File: config.mk
export PLATFORM = sky130hd
export DESIGN_NAME = telnet_receive_negotiator_core
export DESIGN_NICKNAME = d
export VERILOG_FILES = /design/src/design/trn_pkg.sv /design/src/design/trn_cfg.sv /design/src/design/trn_parser.sv /design/src/design/trn_serial.sv /design/src/design/telnet_receive_negotiator_core.sv
export SDC_FILE = /design/constraint.sdc
export NUM_CORES = 1
export LEC_CHECK = 0
export ABC_AREA = 1
export BUFFER_PORTS_ARGS = -buffer_cell sky130_fd_sc_hd__buf_2
export CAP_MARGIN = 20
export CORE_ASPECT_RATIO = 1.2
export CORE_MARGIN = 2
export CORE_UTILIZATION = 35
export DETAILED_ROUTE_END_ITERATION = 10
export GPL_TIMING_DRIVEN = 0
export SETUP_SLACK_MARGIN = 0.5
export SYNTH_ARGS = -nofsm -noshare
export SYNTH_HDL_FRONTEND = slang
export SYNTH_SLANG_ARGS = --single-unit
File: constraint.sdc
create_clock -name clk -period 6.3 [get_ports clk]
set_clock_uncertainty 0.1 [all_clocks]
set_input_delay 0 -clock clk [delete_from_list [all_inputs] [get_ports clk]]
set_output_delay 0 -clock clk [all_outputs]
set_load 0.05 [all_outputs]
File: src/design/trn_pkg.sv
// Shared types, codes and constants for the telnet receive negotiator.
// No dependencies.
package trn_pkg;

  localparam int MAX_NAME_BYTES_DEF = 8;

  localparam logic [7:0] T_SE   = 8'd240;
  localparam logic [7:0] T_SB   = 8'd250;
  localparam logic [7:0] T_WILL = 8'd251;
  localparam logic [7:0] T_WONT = 8'd252;
  localparam logic [7:0] T_DO   = 8'd253;
  localparam logic [7:0] T_DONT = 8'd254;
  localparam logic [7:0] T_IAC  = 8'd255;

  localparam logic [7:0] OPT_ECHO  = 8'd1;
  localparam logic [7:0] OPT_SGA   = 8'd3;
  localparam logic [7:0] OPT_TTYPE = 8'd24;
  localparam logic [7:0] OPT_NAWS  = 8'd31;
  localparam logic [7:0] OPT_ENV   = 8'd39;

  // register indexes
  localparam logic [2:0] REG_COLS  = 3'd0;
  localparam logic [2:0] REG_ROWS  = 3'd1;
  localparam logic [2:0] REG_TTC   = 3'd2;
  localparam logic [2:0] REG_TTL   = 3'd3;
  localparam logic [2:0] REG_USC   = 3'd4;
  localparam logic [2:0] REG_USL   = 3'd5;
  localparam logic [2:0] REG_IDP   = 3'd6;

  // result run kinds
  localparam logic [2:0] RUN_DATA  = 3'd0;
  localparam logic [2:0] RUN_NEG   = 3'd1;
  localparam logic [2:0] RUN_NAWS  = 3'd2;
  localparam logic [2:0] RUN_TTYPE = 3'd3;
  localparam logic [2:0] RUN_ENV   = 3'd4;

  typedef struct packed {
    logic [15:0] window_columns;
    logic [15:0] window_rows;
    logic [63:0] term_type_chars;
    logic [3:0]  term_type_len;
    logic [63:0] user_chars;
    logic [3:0]  user_len;
    logic [1:0]  identity_present;
  } cfg_t;

  typedef struct packed {
    logic [2:0] kind;
    logic [7:0] value;  // data byte or option
    logic [7:0] code;   // reply command
    logic       naws;   // NAWS report follows the reply
  } run_t;

  function automatic logic [7:0] fallback_char(input logic [4:0] k);
    logic [7:0] c;
    case (k)
      5'd0: c = 8'h76;
      5'd1: c = 8'h74;
      5'd2: c = 8'h31;
      5'd3: c = 8'h30;
      5'd4: c = 8'h30;
      default: c = 8'h00;
    endcase
    return c;
  endfunction

endpackage

File: src/design/trn_cfg.sv
// APB register file for the negotiator configuration.
// Depends on trn_pkg.
module trn_cfg (
  input  logic         clk,
  input  logic         rst,
  input  logic         psel,
  input  logic         penable,
  input  logic         pwrite,
  input  logic [5:0]   paddr,
  input  logic [63:0]  pwdata,
  output logic [63:0]  prdata,
  output logic         pready,
  output trn_pkg::cfg_t cfg
);
  import trn_pkg::*;

  logic [2:0] idx;
  logic       wr;

  assign pready = 1'b1;
  assign idx = paddr[5:3];
  assign wr = psel && penable && pwrite && pready;

  always_ff @(posedge clk) begin
    if (rst) begin
      cfg.window_columns   <= 16'd80;
      cfg.window_rows      <= 16'd24;
      cfg.term_type_chars  <= '0;
      cfg.term_type_len    <= '0;
      cfg.user_chars       <= '0;
      cfg.user_len         <= '0;
      cfg.identity_present <= '0;
    end else if (wr) begin
      case (idx)
        REG_COLS: cfg.window_columns   <= pwdata[15:0];
        REG_ROWS: cfg.window_rows      <= pwdata[15:0];
        REG_TTC:  cfg.term_type_chars  <= pwdata;
        REG_TTL:  cfg.term_type_len    <= pwdata[3:0];
        REG_USC:  cfg.user_chars       <= pwdata;
        REG_USL:  cfg.user_len         <= pwdata[3:0];
        REG_IDP:  cfg.identity_present <= pwdata[1:0];
        default: ;
      endcase
    end
  end

  always_comb begin
    case (idx)
      REG_COLS: prdata = {48'd0, cfg.window_columns};
      REG_ROWS: prdata = {48'd0, cfg.window_rows};
      REG_TTC:  prdata = cfg.term_type_chars;
      REG_TTL:  prdata = {60'd0, cfg.term_type_len};
      REG_USC:  prdata = cfg.user_chars;
      REG_USL:  prdata = {60'd0, cfg.user_len};
      REG_IDP:  prdata = {62'd0, cfg.identity_present};
      default:  prdata = '0;
    endcase
  end

endmodule

File: src/design/trn_parser.sv
// Telnet command parser: updates parse state per accepted word and loads
// a run descriptor for the serialiser. Depends on trn_pkg.
module trn_parser (
  input  logic          clk,
  input  logic          rst,
  input  logic          valid,
  output logic          stall,
  input  logic          func,
  input  logic [7:0]    rx_byte,
  input  trn_pkg::cfg_t cfg,
  input  logic          run_done,
  output logic          run_valid,
  output trn_pkg::run_t run
);
  import trn_pkg::*;

  localparam logic [2:0] PS_NORMAL = 3'd0;
  localparam logic [2:0] PS_IAC    = 3'd1;
  localparam logic [2:0] PS_NEG    = 3'd2;
  localparam logic [2:0] PS_SB     = 3'd3;
  localparam logic [2:0] PS_SBBODY = 3'd4;
  localparam logic [2:0] PS_SBIAC  = 3'd5;

  logic [2:0] parse_state, parse_state_next;
  logic [7:0] pending_code, pending_code_next;
  // only the NAWS entry of the DO store is ever consulted
  logic       naws_agreed, naws_agreed_next;
  logic       accept, produce, ok;
  run_t       run_next;

  assign stall = run_valid && !run_done;
  assign accept = valid && !stall;

  always_comb begin
    parse_state_next  = parse_state;
    pending_code_next = pending_code;
    naws_agreed_next  = naws_agreed;
    produce  = 1'b0;
    run_next = '{kind: RUN_DATA, value: rx_byte, code: T_IAC, naws: 1'b0};
    ok = 1'b0;
    if (pending_code == T_WILL)
      ok = (rx_byte == OPT_ECHO) || (rx_byte == OPT_SGA) || (rx_byte == OPT_NAWS);
    else if (pending_code == T_DO)
      ok = (rx_byte == OPT_SGA) || (rx_byte == OPT_NAWS) ||
           ((rx_byte == OPT_TTYPE) && cfg.identity_present[0]) ||
           ((rx_byte == OPT_ENV) && cfg.identity_present[1]);
    if (func) begin
      if (naws_agreed) begin
        produce = 1'b1;
        run_next.kind = RUN_NAWS;
      end
    end else begin
      case (parse_state)
        PS_NORMAL: begin
          if (rx_byte == T_IAC) parse_state_next = PS_IAC;
          else produce = 1'b1;
        end
        PS_IAC: begin
          if (rx_byte == T_IAC) begin
            produce = 1'b1;
            parse_state_next = PS_NORMAL;
          end else if (rx_byte == T_SB) begin
            parse_state_next = PS_SB;
          end else if (rx_byte >= T_WILL) begin
            pending_code_next = rx_byte;
            parse_state_next = PS_NEG;
          end else begin
            parse_state_next = PS_NORMAL;
          end
        end
        PS_NEG: begin
          parse_state_next = PS_NORMAL;
          run_next.kind = RUN_NEG;
          if (pending_code == T_WILL || pending_code == T_WONT) begin
            produce = 1'b1;
            run_next.code = ok ? T_DO : T_DONT;
          end else if (pending_code == T_DO || pending_code == T_DONT) begin
            produce = 1'b1;
            run_next.code = ok ? T_WILL : T_WONT;
            run_next.naws = ok && (rx_byte == OPT_NAWS);
            if (rx_byte == OPT_NAWS) naws_agreed_next = ok;
          end
        end
        PS_SB: begin
          pending_code_next = rx_byte;
          parse_state_next = PS_SBBODY;
        end
        PS_SBBODY: begin
          if (rx_byte == T_IAC) parse_state_next = PS_SBIAC;
        end
        PS_SBIAC: begin
          if (rx_byte == T_SE) begin
            parse_state_next = PS_NORMAL;
            if (pending_code == OPT_TTYPE) begin
              produce = 1'b1;
              run_next.kind = RUN_TTYPE;
            end else if (pending_code == OPT_ENV) begin
              produce = 1'b1;
              run_next.kind = RUN_ENV;
            end
          end else begin
            parse_state_next = PS_SBBODY;
          end
        end
        default: parse_state_next = PS_NORMAL;
      endcase
    end
  end

  always_ff @(posedge clk) begin
    if (rst) begin
      parse_state  <= PS_NORMAL;
      pending_code <= '0;
      naws_agreed  <= 1'b0;
      run_valid    <= 1'b0;
    end else begin
      if (accept) begin
        parse_state  <= parse_state_next;
        pending_code <= pending_code_next;
        naws_agreed  <= naws_agreed_next;
      end
      if (accept && produce) run_valid <= 1'b1;
      else if (run_done) run_valid <= 1'b0;
    end
  end

  always_ff @(posedge clk) begin
    if (accept && produce) run <= run_next;
  end

endmodule

File: src/design/trn_serial.sv
// Result serialiser: walks a run descriptor one output word per cycle
// unless stalled. Depends on trn_pkg.
module trn_serial #(
  parameter int MAX_NAME_BYTES = trn_pkg::MAX_NAME_BYTES_DEF
) (
  input  logic          clk,
  input  logic          rst,
  input  logic          run_valid,
  input  trn_pkg::run_t run,
  input  trn_pkg::cfg_t cfg,
  output logic          run_done,
  output logic          valid,
  input  logic          stall,
  output logic          dest,
  output logic [7:0]    out_byte,
  output logic          last
);
  import trn_pkg::*;

  localparam logic [3:0] MAXN = 4'(MAX_NAME_BYTES);

  logic [4:0]  idx;
  logic [4:0]  base, len, off, nidx;
  logic [3:0]  nlen, tlen, ulen;
  logic [63:0] chars;
  logic [7:0]  name_b, naws_b;
  logic        take;

  assign valid = run_valid;
  assign dest = (run.kind != RUN_DATA);
  assign take = valid && !stall;
  assign run_done = take && last;

  assign tlen = (cfg.term_type_len > MAXN) ? MAXN : cfg.term_type_len;
  assign ulen = (cfg.user_len > MAXN) ? MAXN : cfg.user_len;

  always_comb begin
    nidx = (run.kind == RUN_NEG) ? idx - 5'd3 : idx;
    case (nidx)
      5'd0: naws_b = T_IAC;
      5'd1: naws_b = T_SB;
      5'd2: naws_b = OPT_NAWS;
      5'd3: naws_b = cfg.window_columns[15:8];
      5'd4: naws_b = cfg.window_columns[7:0];
      5'd5: naws_b = cfg.window_rows[15:8];
      5'd6: naws_b = cfg.window_rows[7:0];
      5'd7: naws_b = T_IAC;
      default: naws_b = T_SE;
    endcase
  end

  always_comb begin
    base  = 5'd4;
    nlen  = 4'd5;
    chars = cfg.term_type_chars;
    if (run.kind == RUN_ENV) begin
      base  = 5'd10;
      nlen  = cfg.identity_present[1] ? ulen : 4'd0;
      chars = cfg.user_chars;
    end else if (cfg.identity_present[0]) begin
      nlen = tlen;
    end
    off = idx - base;
    name_b = 8'h00;
    for (int k = 0; k < 8; k++) begin
      if (off == 5'(k)) name_b = chars[8*k +: 8];
    end
    if (run.kind == RUN_TTYPE && !cfg.identity_present[0]) name_b = fallback_char(off);
  end

  always_comb begin
    out_byte = run.value;
    len = 5'd1;
    case (run.kind)
      RUN_DATA: begin
        out_byte = run.value;
        len = 5'd1;
      end
      RUN_NEG: begin
        len = run.naws ? 5'd12 : 5'd3;
        if (idx == 5'd0) out_byte = T_IAC;
        else if (idx == 5'd1) out_byte = run.code;
        else if (idx == 5'd2) out_byte = run.value;
        else out_byte = naws_b;
      end
      RUN_NAWS: begin
        len = 5'd9;
        out_byte = naws_b;
      end
      RUN_TTYPE, RUN_ENV: begin
        len = base + 5'(nlen) + 5'd2;
        case (idx)
          5'd0: out_byte = T_IAC;
          5'd1: out_byte = T_SB;
          5'd2: out_byte = (run.kind == RUN_ENV) ? OPT_ENV : OPT_TTYPE;
          5'd3: out_byte = 8'h00;
          default: out_byte = name_b;
        endcase
        if (run.kind == RUN_ENV) begin
          case (idx)
            5'd4: out_byte = 8'h00;
            5'd5: out_byte = 8'h55;
            5'd6: out_byte = 8'h53;
            5'd7: out_byte = 8'h45;
            5'd8: out_byte = 8'h52;
            5'd9: out_byte = 8'h01;
            default: ;
          endcase
        end
        if (idx == base + 5'(nlen)) out_byte = T_IAC;
        else if (idx == base + 5'(nlen) + 5'd1) out_byte = T_SE;
      end
      default: begin
        out_byte = run.value;
        len = 5'd1;
      end
    endcase
  end

  assign last = (idx == len - 5'd1);

  always_ff @(posedge clk) begin
    if (rst) begin
      idx <= '0;
    end else if (take) begin
      idx <= last ? 5'd0 : idx + 5'd1;
    end
  end

endmodule

File: src/design/telnet_receive_negotiator_core.sv
// Telnet receive negotiator top level: APB registers, parser, serialiser.
// A word is parsed in the cycle it is accepted; its result run starts the
// next cycle and leaves one word per cycle unless the output stalls (1 to
// 20 words per run). Plain data sustains that rate; input stalls while a
// longer run drains from the serialiser. Synchronous reset clears parse
// state, option flags and registers to their defaults; no clearing pass.
module telnet_receive_negotiator_core #(
  parameter int MAX_NAME_BYTES = trn_pkg::MAX_NAME_BYTES_DEF
) (
  input  logic        clk,
  input  logic        rst,
  input  logic        in_valid,
  output logic        in_stall,
  input  logic        func,
  input  logic [7:0]  rx_byte,
  output logic        out_valid,
  input  logic        out_stall,
  output logic        dest,
  output logic [7:0]  out_byte,
  output logic        last,
  input  logic        psel,
  input  logic        penable,
  input  logic        pwrite,
  input  logic [5:0]  paddr,
  input  logic [63:0] pwdata,
  output logic [63:0] prdata,
  output logic        pready
);
  import trn_pkg::*;

  cfg_t cfg;
  run_t run;
  logic run_valid, run_done;

  trn_cfg u_cfg (
    .clk(clk), .rst(rst), .psel(psel), .penable(penable), .pwrite(pwrite),
    .paddr(paddr), .pwdata(pwdata), .prdata(prdata), .pready(pready), .cfg(cfg)
  );

  trn_parser u_parser (
    .clk(clk), .rst(rst), .valid(in_valid), .stall(in_stall), .func(func),
    .rx_byte(rx_byte), .cfg(cfg), .run_done(run_done), .run_valid(run_valid),
    .run(run)
  );

  trn_serial #(.MAX_NAME_BYTES(MAX_NAME_BYTES)) u_serial (
    .clk(clk), .rst(rst), .run_valid(run_valid), .run(run), .cfg(cfg),
    .run_done(run_done), .valid(out_valid), .stall(out_stall), .dest(dest),
    .out_byte(out_byte), .last(last)
  );

endmodule
After elaboration in Yosys (flattened, before gate mapping):

Index checks and enable logic that the tools add are counted.

* bits in registers: 208
* bits of input ports: 86
* output and inout port bits: 77
* logic and storage cells: 203

* $add $sub $neg: 7
* $lt $le $gt $ge: 3
* equal/unequal tests: 60
* multiplexer cells: 68
* bitwise operators: 4
* reduce and logical (&&, ||, !) cells: 45

Operators by type and width (number)
* $pmux 64 s7: 1
* $mux 8: 19
* $mux 64: 1
* $eq 5x3->1 const B: 12
* $eq 8x8->1 const B: 7
* $pmux 8 s7: 1
* $pmux 8 s6: 1
* $pmux 8 s4: 1
* $eq 5x2->1 const B: 6
* $mux 3: 10
* $mux 4: 7
* $pmux 7 s4: 1
* $eq 8x5->1 const B: 3
* $pmux 8 s3: 1
* $eq 3x2->1 const B: 6
* $eq 3x3->1 const B: 6
* $eq 8x6->1 const B: 2
* $pmux 8 s2: 1
* $eq 5x1->1 const B: 3
* $eq 5x5->1: 3
* $logic_not 5->1: 3
* $pmux 3 s5: 1
* $pmux 5 s3: 1
* $reduce_and 2->1: 7
* other kinds (32): 83

Depth between registers and ports, before layout:

Gate-level depths: netlist (run 1).

* word-level depth: 19
* gate-level depth with buffers: 30

Cells and area by module:

Synthesis (run 1) repeated with hierarchy kept, for this count alone.

* cell total of the unflattened synthesis: 2241
* area, all modules: 13513.0 sq um

By module, submodules not included
* trn_cfg: instances 1, cells an instance 1333, area each 8275.4 sq um
* trn_serial: instances 1, cells an instance 716, area each 3752.3 sq um
* trn_parser: instances 1, cells an instance 192, area each 1485.2 sq um

Worst setup path before layout (run 1):

Ideal clock, no wire load.

* path type: reg-to-reg
* start: register, netlist name u_parser.run[18]
* end: register, netlist name u_parser.run[0]
* setup time: 0.393 ns
* arrival time: 4.504 ns
* required time: 5.807 ns
* path slack: 1.303 ns
* stages on the path, launching flop included: 24
* buffers on the path: 4
* period minus slack after synthesis: 4.997 ns
* cells stage by stage: edfxtp_1 -> nor2_4 -> nand2_4 -> buf_4 -> buf_2 -> clkbuf_1 -> buf_2 -> nand4_1 -> o31ai_1 -> ha_1 -> fa_1 -> or2_2 -> nand2_1 -> nor2_1 -> nand2_1 -> nand3_1 -> nand3_1 -> xor2_1 -> xnor2_1 -> and3_4 -> nand2_4 -> nand2_4 -> nand2_4 -> a21oi_1

* cells in the longest elaborated chain, start to end: 13

Ends and longest elaborated chain
* $eq 3x3->1: RTL line trn_serial.sv:56, trn_serial.sv:74
* $mux 4: RTL line trn_serial.sv:56 `if (run.kind == RUN_ENV) begin`
* $add 4x4->5: RTL line trn_serial.sv:91 `len = base + 5'(nlen) + 5'd2;`
* $add 5x2->5: RTL line trn_serial.sv:91
* $pmux 5 s3 *: RTL line trn_serial.sv:74 `case (run.kind)`
* $sub 5x1->5 *: RTL line trn_serial.sv:120 `assign last = (idx == len - 5'd1);`
* $eq 5x5->1 *: RTL line trn_serial.sv:120
* via last: RTL line telnet_receive_negotiator_core.sv:20 `output logic last,`
* $logic_and 1x1->1 *: RTL line trn_serial.sv:32 `assign run_done = take && last;`
* $logic_not 1->1 *: RTL line trn_parser.sv:31 `assign stall = run_valid && !run_done;`
* $logic_and 1x1->1 *: RTL line trn_parser.sv:31
* $logic_not 1->1 *: RTL line trn_parser.sv:32 `assign accept = valid && !stall;`
* $logic_and 1x1->1 *: RTL line trn_parser.sv:32
* $logic_and 1x1->1 *: RTL line trn_parser.sv:128 `if (accept && produce) run <= run_next;`

The timed path passes the listed nets; every way through them passes the cells marked *.
A chain may end at the register's enable or synchronous reset.

Worst setup path after layout (run 1):

* start: register, netlist name u_parser.run[19]
* end: output out_byte[7]

* cells in the longest elaborated chain, start to end: 19

Ends and longest elaborated chain
* $eq 3x3->1: RTL line trn_serial.sv:56, trn_serial.sv:74, trn_serial.sv:99
* $mux 4: RTL line trn_serial.sv:56
* $sub 5x4->5: RTL line trn_serial.sv:63 `off = idx - base;`
* $logic_not 5->1: RTL line trn_serial.sv:66 `if (off == 5'(k)) name_b = chars[8*k +: 8];`
* $mux 8 (8 in series): RTL line trn_serial.sv:66
* $mux 8: RTL line trn_serial.sv:68 `if (run.kind == RUN_TTYPE && !cfg.identity_present[0]) name_b = fallback_char(off);`
* $pmux 8 s4: RTL line trn_serial.sv:92 `case (idx)`
* $pmux 8 s6: RTL line trn_serial.sv:100 `case (idx)`
* $mux 8: RTL line trn_serial.sv:99 `if (run.kind == RUN_ENV) begin`
* $mux 8: RTL line trn_serial.sv:111 `else if (idx == base + 5'(nlen) + 5'd1) out_byte = T_SE;`
* $mux 8: RTL line trn_serial.sv:110 `if (idx == base + 5'(nlen)) out_byte = T_IAC;`
* $pmux 8 s3 *: RTL line trn_serial.sv:74
* end: declaration: RTL line telnet_receive_negotiator_core.sv:19 `output logic [7:0] out_byte,`

Mark *: on every way between the ends. The rest lies on a longest branch, timed or not.

==> out/results.txt, run 1 <==
Setup repair after global routing left no endpoint under its margin. Compared with the post-synthesis result, the final layout area differs by 25.6%. The overall overflow remaining after global route is 0, and the number of enable-type register cells in the synthesized netlist is 15.

In this run the worst path has a maximum fanout of 12. The required time reported for the critical path endpoint is 6.20 ns, and the number of antenna violations at the first check in global routing is 0. The final cycle utilization of the critical path came out at 86.9%. The final routed wirelength across all metal layers was 45900 µm.

The placed instances occupy a cell area of 13000 µm². The tools report the post-CTS repair timing setup buffer count as 0. The first-pass GRT wire length was 70000 µm.

The tools report the cell at the root of the clock tree as sky130_fd_sc_hd__clkbuf_16. Ranked by instance count, the synthesized netlist is headed by 385 x sky130_fd_sc_hd__nand2_1, 286 x sky130_fd_sc_hd__o21ai_0, 254 x sky130_fd_sc_hd__nor2_1, 201 x sky130_fd_sc_hd__inv_1, 188 x sky130_fd_sc_hd__dfxtp_1. The wire-length estimate of the detail-placed layout is 34900 µm. The minimum clock period is 5.47 ns. Measured along the y axis, the die boundary spans 204 µm.

Data arrives at the worst endpoint at 5.37 ns. In the synthesized netlist the dominant register cell turns out to be sky130_fd_sc_hd__dfxtp_1. Buffers inserted during clock tree synthesis total 24.

For the area of all placed cells without fillers, the log shows 14700 µm². The cell area that synthesis handed to floorplanning was 11700 µm². The average footprint of a synthesized cell works out to 6.46 µm². Counting the fill cells in the layout gives 3458. When the netlist entered floorplanning its net count stood at 1906. 0 antenna diodes ended up in the layout. Cells with a size suffix above 1 make up 12.6% of the layout. The multi-input combinational cells in the finished layout cover a total of 6280 µm². The worst-case vdd ir drop was 0.169 mV.

At the end of routability-driven placement, the weighted congestion stood at 0.973. For the largest net degree at the start of global routing, the log shows 13. CTS saw 203 sinks. For the leakage power summed over all cells, the log shows 6.45 nW.

At the pin with the least slew margin, the transition time is 0.889 ns. The first detailed-routing pass ran for 6 iterations. The share of synthesized area in the top cell type comes to 32.2%. Dividing the detail-routed via count by the number of cells gives 5.15. The flow ran to the end, and the final reports show no timing, DRC or antenna violations. In this run the horizontal extent of the chip is 171 µm.

The areal power density over the cells was 218 nW/µm²; the distinct cell type count after synthesis was 51. Setup slack on the worst reg-to-reg path comes out at 0.84 ns. The warning count from the yosys run came out at 0.

The number of nets in the layout was 2170. Clock-pin slew was measured on the worst setup and hold paths at 0.06 ns. During placement, the flow inserted port buffers numbering 158. The via count of the first global-routing pass is 12400.

Ranked by total cell area, the synthesized netlist is headed by sky130_fd_sc_hd__dfxtp_1 32%, sky130_fd_sc_hd__nand2_1 12%, sky130_fd_sc_hd__o21ai_0 12%. The finished layout holds 2538 standard cells, fillers aside. Count of endpoints failing hold in the final timing report: 0. After the first detailed-routing iteration, the DRC count stood at 1189. After detailed routing, the average wire length per cell comes to 18.1 µm. The tools report the largest buffer count on any clock path as 3. Placed instance count: 2416. The routed layout has 13100 vias. Cell type with the largest total area after synthesis: sky130_fd_sc_hd__dfxtp_1. The share of flip-flops with an asynchronous set or reset came out at 0%. The most instantiated library cell after synthesis is sky130_fd_sc_hd__nand2_1. The kind of start point of the critical path is a flop. The number of H-tree branching levels is 1. TritonCTS built the clock tree. The relative slew slack was 40.7%; the standard cell core area was 33000 µm². The number of cells produced by synthesis came out at 1807. Derived from the worst setup path, the maximum achievable clock frequency is 183 MHz. The accumulated negative setup slack is 0 ns. Counting flops and latches in the post-synthesis netlist gives 203.

STA classifies the critical path endpoint as an output pin. For the sequential fraction of the synthesis area, the log shows 36.1%. The floorplan has 73 rows. The share of the core filled with cells was 44.5%; the final setup violation count was 0.

The total power of the final layout was 3.19 mW; the area enclosed by the die boundary was 34800 µm². For the worst-skew pair, the clock arrives at the later sink with an insertion delay of 0.54 ns. The critical path in this run is classified as flop to output pin. The residual antenna-violating net count after detailed routing is 0. In the routed design, unresolved DRC markers number 0. Pin placement for this block handled 163 I/O pins.

Global routing used 25.9% of the available tracks. The tool flagged a number of max-cap violations equal to 0. The initial utilization of the core area, before any placement, comes to 35.4%. The tightest min-delay check is of the input pin to flop type. For the area of all sequential standard cells, the log shows 4210 µm². The run gives 0 as the number of pins exceeding their max-slew limit in the final report.
==> layer usage <==
layer	up-vias	part of all wire, %	global-route usage (%)
met2	515	48	45.4
li1	6442	-	-
met5	-	0	0
met1	6023	42	32.7
met3	96	6.6	2.94
met4	0	3.7	9.62
==> power by group <==
part | total, mW | internal [mW] | switching, mW
Sequential | 1.33 | 1.32 | 0.0130
Combinational | 0.396 | 0.127 | 0.268
Clock | 1.46 | 0.881 | 0.583
==> metrics by stage <==
stage / setup slack [ns] / hold WS [ns]
after floorplan: 1.30 / -0.00113
after global placement: 0.171 / 0.137
after detailed placement: 0.555 / 0.143
after CTS: 0.749 / 0.0302
after global routing: 0.529 / 0.107
final: 0.826 / 0.0585
==> flip-flops by register name, indices dropped and copies added, names as in the netlist <==
register               cells
u_cfg.cfg                170
u_parser.naws_agreed       1
u_parser.parse_state       3
u_parser.pending_code      8
u_parser.run              15
u_parser.run_valid         1
u_serial.idx               5
==> cell type report <==
| type | instances | share of cell area [%] |
|---|---|---|
| clock buffers | 32 | 4.64 |
| multi-input cells | 1298 | 42.8 |
| well taps | 450 | 3.84 |
| flip-flops and latches | 203 | 28.7 |
| clock inverters | 11 | 0.990 |
| plain buffers | 89 | 2.55 |
| repair buffers | 238 | 10.8 |
| inverters | 217 | 5.56 |
==> placed cells by master (no fill, tap or decap), types with 4 or more instances in the layout <==
cell                              n
sky130_fd_sc_hd__nor4_1           7
sky130_fd_sc_hd__nor2_1         254
sky130_fd_sc_hd__clkbuf_16       24
sky130_fd_sc_hd__nand2_1        385
sky130_fd_sc_hd__clkbuf_1        75
sky130_fd_sc_hd__nor2_2           4
sky130_fd_sc_hd__clkinv_1         6
sky130_fd_sc_hd__xor2_1          16
sky130_fd_sc_hd__a21oi_1        117
sky130_fd_sc_hd__dfxtp_1        188
sky130_fd_sc_hd__nor3_1          20
sky130_fd_sc_hd__nand4_1         26
sky130_fd_sc_hd__o21ai_0        286
sky130_fd_sc_hd__clkinv_2         4
sky130_fd_sc_hd__nand3_1         56
sky130_fd_sc_hd__buf_2          168
sky130_fd_sc_hd__or2_2            4
sky130_fd_sc_hd__ha_1            12
sky130_fd_sc_hd__clkbuf_8         5
sky130_fd_sc_hd__o22ai_1         13
sky130_fd_sc_hd__o2111ai_1        7
sky130_fd_sc_hd__buf_4            5
sky130_fd_sc_hd__inv_1          201
sky130_fd_sc_hd__nand2_2          7
sky130_fd_sc_hd__a22o_1           5
sky130_fd_sc_hd__dlygate4sd3_1   79
sky130_fd_sc_hd__o21bai_1         4
sky130_fd_sc_hd__o211ai_1        18
sky130_fd_sc_hd__inv_2           11
sky130_fd_sc_hd__edfxtp_1        15
sky130_fd_sc_hd__a221oi_1         9
sky130_fd_sc_hd__o21ai_1          8
sky130_fd_sc_hd__nand2_4          5
==> worst max-delay path, stage by stage, from the launching register on <==
cell,delay (ns)
sky130_fd_sc_hd__edfxtp_1,0.54
sky130_fd_sc_hd__nand2_4,0.18
sky130_fd_sc_hd__buf_4,0.21
sky130_fd_sc_hd__buf_2,0.29
sky130_fd_sc_hd__buf_2,0.35
sky130_fd_sc_hd__clkbuf_4,0.34
sky130_fd_sc_hd__o31ai_1,0.12
sky130_fd_sc_hd__ha_1,0.24
sky130_fd_sc_hd__fa_1,0.42
sky130_fd_sc_hd__or2_2,0.32
sky130_fd_sc_hd__nand2_1,0.12
sky130_fd_sc_hd__xor2_1,0.24
sky130_fd_sc_hd__xor2_1,0.10
sky130_fd_sc_hd__nor4_1,0.59
sky130_fd_sc_hd__nor2_1,0.17
sky130_fd_sc_hd__nand2_1,0.12
sky130_fd_sc_hd__nand2_1,0.07
sky130_fd_sc_hd__nand4_1,0.11
sky130_fd_sc_hd__buf_2,0.28
==> what timing repair did <==
action | 4_1_cts | 5_1_grt
gates cloned | 0 | 0
endpoints found under the setup margin | 4 | 14
resized for setup | 1 | 4
hold endpoints to repair | 207 | 0
hold buffers | 79 | 0
==> worst paths after layout <==
| path | startpoint | end | depth (start not counted) |
|---|---|---|---|
| hold reg to reg | u_parser.naws_agreed$_SDFFE_PP0P_ | u_parser.naws_agreed$_SDFFE_PP0P_ | 2 |
| hold / removal | paddr[4] | u_cfg.cfg[4]$_SDFFE_PP0P_ | 6 |
| setup / recovery | u_parser.run[19]$_SDFFCE_PP0P_ | out_byte[7] | 18 |
| setup reg to reg | u_parser.run[19]$_SDFFCE_PP0P_ | u_parser.pending_code[0]$_SDFFE_PP0P_ | 24 |
==> cells by family (layout without fill, tap and decap cells) <==
group	count (synthesis)	after routing	synth area share (%)
AO/OA/AOI/OAI	479	479	22.1
XOR/XNOR	21	21	1.70
adder cells (fa/ha/maj)	13	13	1.46
buffers and inverters	306	587	10.1
flip-flops	203	203	36.1
multiplexers	2	2	0.171
other	1	1	0.0321
AND/OR/NAND/NOR	782	782	28.3
Note: power is estimated with default switching activity, not from simulation.
==> inputs of run 2 (changes only) <==
--- a/config.mk
+++ b/config.mk
@@ -8,11 +8,14 @@
 export ABC_AREA = 1
 export BUFFER_PORTS_ARGS = -buffer_cell sky130_fd_sc_hd__buf_2
 export CAP_MARGIN = 20
-export CORE_ASPECT_RATIO = 1.2
+export CELL_PAD_IN_SITES_DETAIL_PLACEMENT = 2
+export CELL_PAD_IN_SITES_GLOBAL_PLACEMENT = 2
 export CORE_MARGIN = 2
-export CORE_UTILIZATION = 35
+export CORE_UTILIZATION = 31
 export DETAILED_ROUTE_END_ITERATION = 10
 export GPL_TIMING_DRIVEN = 0
+export PLACE_DENSITY_LB_ADDON = 0.1
+export RECOVER_POWER = 25
 export SETUP_SLACK_MARGIN = 0.5
 export SYNTH_ARGS = -nofsm -noshare
 export SYNTH_HDL_FRONTEND = slang
==> out/results.txt, run 2 (same netlist as run 1, synthesis figures left out) <==
The multi-input logic area is 6290 µm². After detailed routing, the number of remaining DRC violations is 0. Buffers inserted during clock tree synthesis total 27. The global routing stage identified its most utilized layer as met2. The tools report the global-route met3 utilization as 3.53%. The filler cells instantiated in the layout total 4604. The met2 track demand over resource is 52.1%, and the worst-case vdd ir drop is 0.198 mV.

In the post-route analysis, the smallest setup slack over all paths is 0.634 ns. For this design, the sink count on the clock tree is 203. Clock-pin slew was measured on the worst setup and hold paths at 0.06 ns. The library cells used most frequently in the layout, excluding fill and tap cells, are 385 x sky130_fd_sc_hd__nand2_1, 286 x sky130_fd_sc_hd__o21ai_0, 255 x sky130_fd_sc_hd__nor2_1, 201 x sky130_fd_sc_hd__inv_1, 188 x sky130_fd_sc_hd__dfxtp_1. Data arrival time of the critical path: 6.07 ns. The number of pins exceeding their max-slew limit in the final report is 0, and the number of optimization iterations in the first detailed-route pass is 5.

Of all nets on the critical path, the largest fanout is 12. For the required time reported for the critical path endpoint, the log shows 6.71 ns. At the end of the flow, the number of nets in the layout was 2179. The later pin in the worst-skew pair is clocked with a latency of 0.58 ns. Worst flop-to-flop path startpoint: u_parser.run[18]$_DFFE_PP_. In this run the clock root is driven by a sky130_fd_sc_hd__clkbuf_16.

163 I/O pins were placed. Setup repair after global routing left no endpoint under its margin. The tool flagged a number of max-cap violations equal to 0.

The longest clock path from root to sink contains 3 buffers. For the detailed placer's ending HPWL, the log shows 44900 µm. The path type of the worst min-delay path was input pin to flop.

The first global-routing pass estimated 90400 µm of wire. The total via count after detailed routing was 13900; the detail-routed via count per cell was 5.32. The library cell used most frequently in the layout, excluding fill and tap cells, is sky130_fd_sc_hd__nand2_1. Entering global routing, the biggest net connects 15 pins. The routed length per instance came out at 23.1 µm. For the via count of the first global-routing pass, the log shows 14600. TritonCTS built the clock tree. The total overflow left after global routing is 0. The largest registers in the layout are u_cfg.cfg x170, u_parser.run x15, u_parser.pending_code x8. The number of I/O port buffers works out to 158. In this run the worst setup path terminates at u_parser.parse_state[2]$_SDFFE_PP0P_.

The met1 layer usage reported by global route is 41.1%. Compared with the post-synthesis result, the final layout area differs by 26.9%. The tools report the kind of end point of the critical path as a flop. Setup violations remaining at the end of the flow were counted as 0. The number of H-tree branching levels was 1; the overall global routing resource usage was 30.9%.

The flow ran to the end, and the final reports show no timing, DRC or antenna violations. The logs give 0 for the count of endpoints failing hold in the final timing report and 3 for the number of antenna violations at the first check in global routing. Relative slew slack: 31.5%. Once layout is done, the placed cells without fillers occupy 14800 µm². Power spread over the standard cell area amounts to 223 nW/µm². The initial utilization of the core area, before any placement, comes to 31.2%. The count of standard-cell rows is 71.

Counting cells, the worst reg-to-reg path comes to 26. The startpoint of the worst setup timing path is u_parser.run[18]$_DFFE_PP_. The die width is 198 µm.

The number of flip-flops under the largest register name was 170. Post-place instance area: 13100 µm². Summing internal, switching and leakage power gives 3.30 mW. Derived from the worst setup path, the maximum achievable clock frequency is 176 MHz. The register bank with the most flops was u_cfg.cfg. At the end of routability-driven placement, the weighted congestion stood at 0.859.

Reg-to-reg endpoint: u_parser.parse_state[2]$_SDFFE_PP0P_. Summed over all failing endpoints, the final setup total negative slack is 0 ns. Path type of the worst setup path: flop to flop. Across the whole layout, storage elements account for 4210 µm². The count of nets left with antenna violations once routing finished came out at 0.

Kind of start point of the critical path: a flop. The final cycle utilization of the critical path is 89.9%, and the number of inserted diodes is 0. After the first detailed-routing iteration, the DRC count stood at 815.

The analysis attributes to cell leakage a power of 6.47 nW. The die covers 39200 µm². The logs give 0.0970 ns for the worst setup slack after placement and 60400 µm for the final routed wirelength across all metal layers. The slew at the pin closest to its max-slew limit was 1.02 ns; the die span in y was 198 µm. After layout, the minimum clock period comes to 5.67 ns. Share of the core filled with cells: 39.6%. After floorplanning, the core was sized to cover 37400 µm².

The share of layout cells above drive strength 1 works out to 12.4%. The setup check on the worst reg-to-reg path leaves a slack of 0.63 ns.
run 2: repair_timing:
action | CTS | global route
hold endpoints to repair | 218 | 0
resized for setup | 5 | 5
endpoints found under the setup margin | 26 | 21
hold buffers | 79 | 0
setup buffers | 0 | 6
pin swaps | 0 | 1
run 2: power breakdown:
| part | switching, mW | leakage, nW | internal, mW |
|---|---|---|---|
| logic | 0.297 | 4.40 | 0.129 |
| registers | 0.0147 | 1.65 | 1.32 |
| clock network | 0.662 | 0.421 | 0.879 |
run 2: final cells by class:
type | count | area share, %
inverter | 217 | 5.50
multi-input combinational | 1298 | 42.5
clock buffer | 38 | 5.11
sequential | 203 | 28.4
tap | 511 | 4.32
clock inverter | 10 | 0.650
timing repair buffer | 244 | 10.9
buffer | 89 | 2.56
run 2: per-layer routing:
| metal | vias up | share of wire [%] | routed length [µm] |
|---|---|---|---|
| met5 | - | 0 | 0 |
| met1 | 6949 | 45 | 27100 |
| met4 | 0 | 3.0 | 1820 |
| met2 | 367 | 47 | 28600 |
| met3 | 105 | 4.8 | 2880 |
| li1 | 6460 | - | - |
run 2: worst max-delay path, cell delays in order (launching register included):
cell and delay, ns:
sky130_fd_sc_hd__edfxtp_1 0.45, sky130_fd_sc_hd__nor2_1 0.35, sky130_fd_sc_hd__nand2_4 0.17, sky130_fd_sc_hd__buf_4 0.23
sky130_fd_sc_hd__clkbuf_4 0.25, sky130_fd_sc_hd__clkbuf_4 0.27, sky130_fd_sc_hd__buf_4 0.25, sky130_fd_sc_hd__nand4_1 0.13
sky130_fd_sc_hd__o31ai_2 0.10, sky130_fd_sc_hd__ha_1 0.25, sky130_fd_sc_hd__fa_1 0.41, sky130_fd_sc_hd__or2_2 0.31
sky130_fd_sc_hd__nand2_1 0.12, sky130_fd_sc_hd__nor2_1 0.09, sky130_fd_sc_hd__nand2_1 0.07, sky130_fd_sc_hd__nand3_1 0.08
sky130_fd_sc_hd__nand3_1 0.10, sky130_fd_sc_hd__xor2_1 0.22, sky130_fd_sc_hd__xnor2_1 0.15, sky130_fd_sc_hd__and3_4 0.23
sky130_fd_sc_hd__nand2_4 0.06, sky130_fd_sc_hd__nand2_4 0.13, sky130_fd_sc_hd__nand2_4 0.09, sky130_fd_sc_hd__nor2_8 0.19
sky130_fd_sc_hd__dlygate4sd3_1 0.59, sky130_fd_sc_hd__nand2_1 0.05, sky130_fd_sc_hd__a21oi_1 0.13
run 2: worst min-delay path by stage:
stage | depth (start not counted) | end | slack, ns | from
finish | 3 | u_serial.idx[1]$_SDFFE_PP0P_ | 0.02 | rst
global route | 3 | u_serial.idx[1]$_SDFFE_PP0P_ | 0.08 | rst
CTS | 3 | u_serial.idx[1]$_SDFFE_PP0P_ | 0.006 | rst
detailed placement | 3 | u_cfg.cfg[57]$_SDFFE_PP0P_ | 0.15 | pwdata[51]
global placement | 3 | u_cfg.cfg[119]$_SDFFE_PP0P_ | 0.14 | pwdata[45]
floorplan | 0 | u_parser.run[10]$_DFFE_PP_ | -0.001 | rx_byte[1]
run 2: through the flow:
step | cells | hold WS [ns]
after CTS | 2604 | 0.00567
after global placement | 2476 | 0.139
after floorplan | 1807 | -0.00113
final | 2610 | 0.0229
after global routing | 2610 | 0.0836
after detailed placement | 2477 | 0.147
